$ cat config.mk
export PLATFORM = sky130hd
export DESIGN_NAME = mrr_ctrl
export DESIGN_NICKNAME = d
export VERILOG_FILES = /design/src/rtl/core/mrr_pkg.sv /design/src/rtl/core/mrr_ctrl.sv
export SDC_FILE = /design/constraint.sdc
export NUM_CORES = 1
export LEC_CHECK = 0
export BUFFER_PORTS_ARGS = -buffer_cell sky130_fd_sc_hd__buf_4
export CORE_AREA = 2 2 39 41
export CTS_CLUSTER_SIZE = 12
export DETAILED_ROUTE_END_ITERATION = 8
export DIE_AREA = 0 0 41 43
export GPL_ROUTABILITY_DRIVEN = 1
export PLACE_DENSITY = 0.5
export SYNTH_ARGS = -nofsm -noshare
export SYNTH_HDL_FRONTEND = slang
export SYNTH_SLANG_ARGS = --single-unit
$ cat constraint.sdc
create_clock -name clk -period 1.1 [get_ports clk]
set_input_delay 0.055 -clock clk [delete_from_list [all_inputs] [get_ports clk]]
set_output_delay 0.055 -clock clk [all_outputs]
set_load 0.02 [all_outputs]
$ cat src/rtl/core/mrr_pkg.sv
// ----------------------------------------------------------------------------
// mrr_pkg
// Shared types and constants for the matrix ring rotation block.
// ----------------------------------------------------------------------------
package mrr_pkg;

  localparam int MAX_DIM_DEF    = 16;
  localparam int DATA_WIDTH_DEF = 32;

  localparam int CMD_W     = 2;
  localparam int COORD_W   = 4;
  localparam int VALUE_W   = 32;
  localparam int RING_W    = 4;
  localparam int SHIFT_W   = 16;
  localparam int STATUS_W  = 2;
  localparam int CFG_W     = 5;
  localparam int CFG_IDX_W = 1;

  localparam logic [CFG_W-1:0] DIM_RESET = 5'd16;

  localparam logic [CMD_W-1:0] CMD_WRITE  = 2'd0;
  localparam logic [CMD_W-1:0] CMD_ROTATE = 2'd1;
  localparam logic [CMD_W-1:0] CMD_READ   = 2'd2;

  localparam logic [STATUS_W-1:0] ST_OK        = 2'd0;
  localparam logic [STATUS_W-1:0] ST_BAD_COORD = 2'd1;
  localparam logic [STATUS_W-1:0] ST_BAD_RING  = 2'd2;

  localparam logic [CFG_IDX_W-1:0] CFG_ROW_COUNT    = 1'd0;
  localparam logic [CFG_IDX_W-1:0] CFG_COLUMN_COUNT = 1'd1;

  typedef enum logic [2:0] {
    ST_IDLE,
    ST_DIV,
    ST_LOAD,
    ST_REWIND,
    ST_STORE,
    ST_RESP
  } mrr_state_t;

  // controller to datapath
  typedef struct packed {
    logic accept;
    logic div_step;
    logic load_step;
    logic rewind;
    logic store_step;
    logic resp_load;
  } mrr_cmd_t;

  // datapath to controller
  typedef struct packed {
    logic rot_go;
    logic div_done;
    logic walk_last;
  } mrr_stat_t;

endpackage

$ cat src/rtl/core/mrr_ctrl.sv
// ----------------------------------------------------------------------------
// mrr_ctrl
// Sequencer for the matrix ring rotation block: accept, modulo, two ring
// passes and result hand-off.
// ----------------------------------------------------------------------------
module mrr_ctrl
  import mrr_pkg::*;
(
  input  logic      clk,
  input  logic      rst_n,
  input  logic      in_valid,
  output logic      in_ready,
  output logic      out_valid,
  input  logic      out_ready,
  input  mrr_stat_t stat,
  output mrr_cmd_t  cmd
);

  mrr_state_t state_r, state_nxt;
  logic       out_valid_r, out_valid_nxt;

  always_ff @(posedge clk) begin
    if (!rst_n) begin
      state_r     <= ST_IDLE;
      out_valid_r <= 1'b0;
    end else begin
      state_r     <= state_nxt;
      out_valid_r <= out_valid_nxt;
    end
  end

  always_comb begin
    state_nxt = state_r;
    cmd       = '0;
    in_ready  = 1'b0;
    case (state_r)
      ST_IDLE: begin
        in_ready = 1'b1;
        if (in_valid) begin
          cmd.accept = 1'b1;
          state_nxt  = stat.rot_go ? ST_DIV : ST_RESP;
        end
      end
      ST_DIV: begin
        cmd.div_step = 1'b1;
        if (stat.div_done) begin
          state_nxt = ST_LOAD;
        end
      end
      ST_LOAD: begin
        cmd.load_step = 1'b1;
        if (stat.walk_last) begin
          state_nxt = ST_REWIND;
        end
      end
      ST_REWIND: begin
        cmd.rewind = 1'b1;
        state_nxt  = ST_STORE;
      end
      ST_STORE: begin
        cmd.store_step = 1'b1;
        if (stat.walk_last) begin
          state_nxt = ST_RESP;
        end
      end
      ST_RESP: begin
        // hold until the output register is free
        if (!out_valid_r || out_ready) begin
          cmd.resp_load = 1'b1;
          state_nxt     = ST_IDLE;
        end
      end
      default: begin
        state_nxt = ST_IDLE;
      end
    endcase
  end

  always_comb begin
    if (cmd.resp_load) begin
      out_valid_nxt = 1'b1;
    end else if (out_ready) begin
      out_valid_nxt = 1'b0;
    end else begin
      out_valid_nxt = out_valid_r;
    end
  end

  assign out_valid = out_valid_r;

endmodule

==> impl_metrics.json, run 1 <==
{
  "status": "finished with violations",
  "failed_checks": "setup timing",
  "fin_setup_tns_ps": -801,
  "tightest_slew_ps": 283,
  "final_nets": 78,
  "syn_area_um2": 349,
  "hold_path_depth": 3,
  "ys_ff_latch": 4,
  "postRouteAntennaNets": 0,
  "fin_hold_ws_ps": 120,
  "setup_viol": 10,
  "start_util_pct": 25.2,
  "period_share_pct": 111,
  "maxSlewViolCount": 0,
  "ios": 15,
  "ys.warnings.count": 0,
  "crit_path_max_fanout": 6,
  "max-slew-margin-rel_pct": 81.2,
  "cpPeakStageDelay_ps": 360,
  "synth_seq_area_share_pct": 22.9,
  "rr_endpoint": "state_r[0]",
  "yosys.area_share.xor_xnor_pct": 5.02,
  "synthMuxAreaShare_pct": 0,
  "layout_setup_ws_ps": -120,
  "synth_top_family_by_area": "simple AND/OR/NAND/NOR gates",
  "die_w_um": 41,
  "critPathBufInv": 3,
  "syn_avg_cell_area_um2": 8.51,
  "synthAdderAreaFrac_pct": 0,
  "criticalPathCategory": "flip-flop to output port",
  "cts_sinks": 4,
  "grt_usage_pct": 13.0,
  "die_h_um": 43,
  "final_cell_mix": "buf_4 (22), buf_6 (7), nor3_1 (3), clkbuf_4 (3), dfxtp_4 (3)",
  "design_area_um2": 653,
  "wl_per_cell_um": 10.7,
  "power_mw": 1.82,
  "cts_hold_buf": 0,
  "gp_congestion": 0.775,
  "pre_cts_ws_ps": -177,
  "end_kind": "output port",
  "finish.utilization_pct": 47.2,
  "grt_overflow": 0,
  "drtIter0Drc": 3,
  "first_global_vias": 387,
  "power.density_nw_per_um2": 2780,
  "dpl_cell_area_um2": 515,
  "critical_path.cell_chain": "buf_6 > nor3b_4 > buf_4 > buf_6",
  "layout-drive-gt1-share_pct": 68.1,
  "clock_skew_ps": 2.68,
  "fmax_mhz": 820,
  "dieArea_um2": 1760,
  "route.detailed.drc": 0,
  "reg2reg_setup_slack_ps": -100,
  "ctsHtreeMaxLevel": 1,
  "place_hpwl_um": 621,
  "num_antenna_cells": 0,
  "path_clk_slew_ps": 40,
  "hp-start": "out_ready",
  "cts_tree": "yes",
  "final_common_cell": "buf_4",
  "grt_pass1_wl_mm": 1.49,
  "syn2layout_area_growth_pct": 87.1,
  "drtPass1Iterations": 4,
  "timing.rr.start": "state_r[1]",
  "antenna_found_initial": 0,
  "synth_nets": 48,
  "synthArstFlopShare_pct": 0,
  "instances_no_fill": 85,
  "core_um2": 1380,
  "synth_compound_area_share_pct": 22.9,
  "dp_cells": 75,
  "drt_wl_total_um": 910,
  "arrival_ps": 1160,
  "cts-root-buf": "clkbuf_4",
  "maxCapViolCount": 0,
  "std_cell_rows": 14,
  "cpMostUsedCell": "buf_6",
  "synth_edf_count": 0,
  "rsz0062_at_grt": "true",
  "hold_viol": 0,
  "synth-simple-area-share_pct": 35.1,
  "hold_path.class": "primary input to flip-flop",
  "avgViaCountPerCell": 4.72,
  "cp-start-kind": "flip-flop",
  "hold_end": "out_valid",
  "synthCells": 41,
  "crit_required_ps": 1040,
  "grt_max_degree": 8,
  "numCtsBuffers": 3,
  "synth_ff_type": "dfxtp_1",
  "num_vias": 401,
  "ff2ff_path_depth": 6,
  "p_leak_nw": 0.290,
  "ir_worst_vdd_uv": 725,
  "clk_path_buf_depth": 2,
  "crit_slowest_cell": "dfxtp_4",
  "portBuffers": 14,
  "yosysUniqueCellTypes": 25,
  "cp_top_family": "buffers and inverters",
  "clock_latency_ps": 240,
  "period_needed_ps": 1220
}
-- routing by layer --
metal / vias up / wire [µm] / track usage [%]
met3: 3 / 37 / 4.71
met4: 0 / 22 / 10.0
li1: 208 / - / -
met2: 11 / 439 / 18.1
met1: 179 / 410 / 15.1
met5: - / 0 / 0
-- state kept, by name, indices dropped and copies added, names as in the netlist --
name,flops
state_r,3
out_valid,1
-- worst register-to-register path: stages, from the launching register on --
cell and delay [ps]:
dfxtp_4 370, clkinvlp_4 120, buf_6 140, buf_6 110, o21ai_4 90, a21oi_2 80, a31o_1 180
-- cell usage after synthesis (2+ instances only) --
cell     number  area (µm²)
nor2_1        2        7.51
buf_6         2        22.5
dfxtp_1       4        80.1
inv_1         3        11.3
nand2_1       2        7.51
nor2b_1       2        12.5
nor3b_2       2        25.0
buf_4         2        15.0
nor3_1        4        20.0
nand3_1       2        10.0
a21oi_1       2        10.0
-- timing repair --
| action | CTS | global route |
|---|---|---|
| gates resized for setup | 13 | 5 |
| setup endpoints to repair | 10 | 10 |
| pin swaps | 5 | 3 |
| buffers inserted | 6 | 1 |
-- report_power, final --
group | total [mW] | switching [mW] | internal (mW)
Combinational | 1.31 | 0.614 | 0.697
Sequential | 0.324 | 0.0964 | 0.228
Clock | 0.181 | 0.0591 | 0.122
Total | 1.82 | 0.770 | 1.05
-- how the worst max path moves through the flow --
stage | startpoint | to | slack [ps] | depth (start not counted)
after global placement | state_r[2] | state_r[0] | -160 | 4
after detailed placement | state_r[2] | state_r[2] | -180 | 5
final | state_r[2] | cmd[2] | -120 | 4
after global routing | state_r[1] | cmd[0] | -190 | 5
after floorplan | state_r[1] | state_r[2] | -160 | 5
after CTS | state_r[2] | cmd[5] | -130 | 4
-- cells by family (layout without fill, tap and decap cells) --
family | after synthesis | in the layout
XOR/XNOR | 2 | 2
AND/OR/NAND/NOR | 19 | 19
flip-flops | 4 | 4
AO/OA/AOI/OAI | 9 | 9
buffers and inverters | 7 | 35
-- layout make-up --
class,count,area (µm²)
Fill cell,130,731
Clock buffer,3,22.5
Tap cell,16,20.0
Multi-Input combinational cell,30,260
Inverter,3,15.0
Sequential cell,4,91.3
Timing Repair Buffer,29,244
Note: power is estimated with default switching activity, not from simulation.
==> run 2, diff against run 1 <==
--- a/config.mk
+++ b/config.mk
@@ -11,7 +11,7 @@
 export DETAILED_ROUTE_END_ITERATION = 8
 export DIE_AREA = 0 0 41 43
 export GPL_ROUTABILITY_DRIVEN = 1
-export PLACE_DENSITY = 0.5
+export PLACE_DENSITY = 0.48
 export SYNTH_ARGS = -nofsm -noshare
 export SYNTH_HDL_FRONTEND = slang
 export SYNTH_SLANG_ARGS = --single-unit
==> constraint.sdc (replaced) <==
create_clock -name clk -period 1.51 [get_ports clk]
set_input_delay 0.0755 -clock clk [delete_from_list [all_inputs] [get_ports clk]]
set_output_delay 0.0755 -clock clk [all_outputs]
set_load 0.02 [all_outputs]
==> run 2 against run 1 <==
Compared with the run above: the flow now finishes without violations; setup slack better by 200 ps; sequential share of layout area increased by 2.7 points; register-to-register slack improved by 230 ps; critical path depth down 1; cell count decreased by 15%; power down 47%; critical path type unchanged; critical endpoint unchanged.
==> impl_metrics.json, run 2 (synthesized netlist as in run 1, its figures left out) <==
{
  "status": "finished, final reports clean",
  "hold_viol": 0,
  "route.detailed.drc": 0,
  "drtPass1Iterations": 4,
  "power_mw": 0.963,
  "arrival_ps": 1360,
  "regArea_um2": 80.1,
  "wl_per_cell_um": 10.3,
  "core_um2": 1380,
  "end_kind": "output port",
  "avgViaCountPerCell": 4.61,
  "drtIter0Drc": 4,
  "grt_usage_pct": 10.4,
  "grt_max_degree": 13,
  "cts_tree": "yes",
  "final_cell_mix": "buf_4 (16), dfxtp_1 (4), inv_1 (3), nor3_1 (3), clkbuf_4 (3)",
  "crit_path_max_fanout": 8,
  "crit_slowest_cell": "dfxtp_1",
  "antenna_found_initial": 0,
  "top_register": "state_r",
  "period_share_pct": 94.8,
  "drt_wl_total_um": 745,
  "grt_overflow": 0,
  "largest_reg_flops": 3,
  "maxSlewViolCount": 0,
  "clk_path_buf_depth": 2,
  "cts-root-buf": "clkbuf_4",
  "cpPeakStageDelay_ps": 520,
  "maxCapViolCount": 0,
  "dieArea_um2": 1760,
  "ir_worst_vdd_uv": 625,
  "die_h_um": 43,
  "fin_setup_tns_ps": 0,
  "place_hpwl_um": 595,
  "period_needed_ps": 1430,
  "critical_path.cell_chain": "inv_1 > nor3b_2 > buf_4",
  "fmax_mhz": 699,
  "cts_hold_buf": 0,
  "grt_pass1_wl_mm": 1.22,
  "syn2layout_area_growth_pct": 37.3,
  "final_nets": 65,
  "ios": 15,
  "cts_setup_buffers": 0,
  "multiInputGateArea_um2": 225,
  "die_w_um": 41,
  "cp-start-kind": "flip-flop",
  "path_clk_slew_ps": 30,
  "crit_required_ps": 1430,
  "layout-drive-gt1-share_pct": 46.4,
  "ctsHtreeMaxLevel": 1,
  "cts_sinks": 4,
  "clock_latency_ps": 230,
  "tightest_slew_ps": 440,
  "start_util_pct": 25.2,
  "first_global_vias": 312,
  "power.density_nw_per_um2": 2010,
  "postRouteAntennaNets": 0,
  "clock_skew_ps": 0.203,
  "reg2reg_setup_slack_ps": 130,
  "num_vias": 332,
  "num_antenna_cells": 0,
  "fin_hold_ws_ps": 143,
  "setup_viol": 0,
  "portBuffers": 14,
  "hold_path.class": "primary input to flip-flop",
  "final_common_cell": "buf_4",
  "fill_cells": 147,
  "cp_top_family": "flip-flops",
  "max-slew-margin-rel_pct": 70.6,
  "gp_congestion": 0.775,
  "criticalPathCategory": "flip-flop to output port",
  "p_leak_nw": 0.206,
  "rsz0062_at_grt": "false",
  "ctsResizeCount": 0,
  "numCtsBuffers": 3,
  "std_cell_rows": 14,
  "critPathBufInv": 2
}
## run 2: path summary, 6_finish.rpt
kind                                  from  depth (start not counted)    endpoint
worst max-delay path            state_r[1]                          3      cmd[2]
worst min-delay path             out_ready                          3   out_valid
worst max register to register  state_r[2]                          4  state_r[0]
worst min register to register   out_valid                          2   out_valid
## run 2: final cells by class
cell class / instances / share of cell area [%]
clock buffers: 3 / 4.70
inverters: 3 / 2.35
multi-input cells: 30 / 47.0
flip-flops and latches: 4 / 16.7
well taps: 16 / 4.18
repair buffers: 16 / 25.1
## run 2: per-layer routing
metal | global-route usage (%) | vias to the layer above | routed length [µm]
met5 | 0 | - | 0
met4 | 6.00 | 0 | 4
met3 | 4.71 | 2 | 42
met2 | 14.7 | 6 | 364
met1 | 12.5 | 149 | 333
li1 | - | 175 | -
## run 2: through the flow
step | util [%] | area (µm²) | setup WS [ps] | instances
4_1_cts | 34.3 | 474 | 85.0 | 72
2_1_floorplan | - | 349 | 89.4 | 41
3_3_place_gp | 32.6 | 452 | 139 | 69
3_5_place_dp | 32.6 | 452 | 150 | 69
6_report | 34.6 | 479 | 78.4 | 72
5_1_grt | 34.6 | 479 | 23.3 | 72
## run 2: tightest hold or removal path: stages
cell	delay, ps
buf_4	80
nand2b_1	100
a21oi_1	60
## run 2: power breakdown
group | switching (mW) | internal (mW) | leakage (nW)
Clock | 0.0374 | 0.0885 | 0.0138
Sequential | 0.0972 | 0.145 | 0.0329
Combinational | 0.310 | 0.286 | 0.159
Total | 0.444 | 0.519 | 0.206
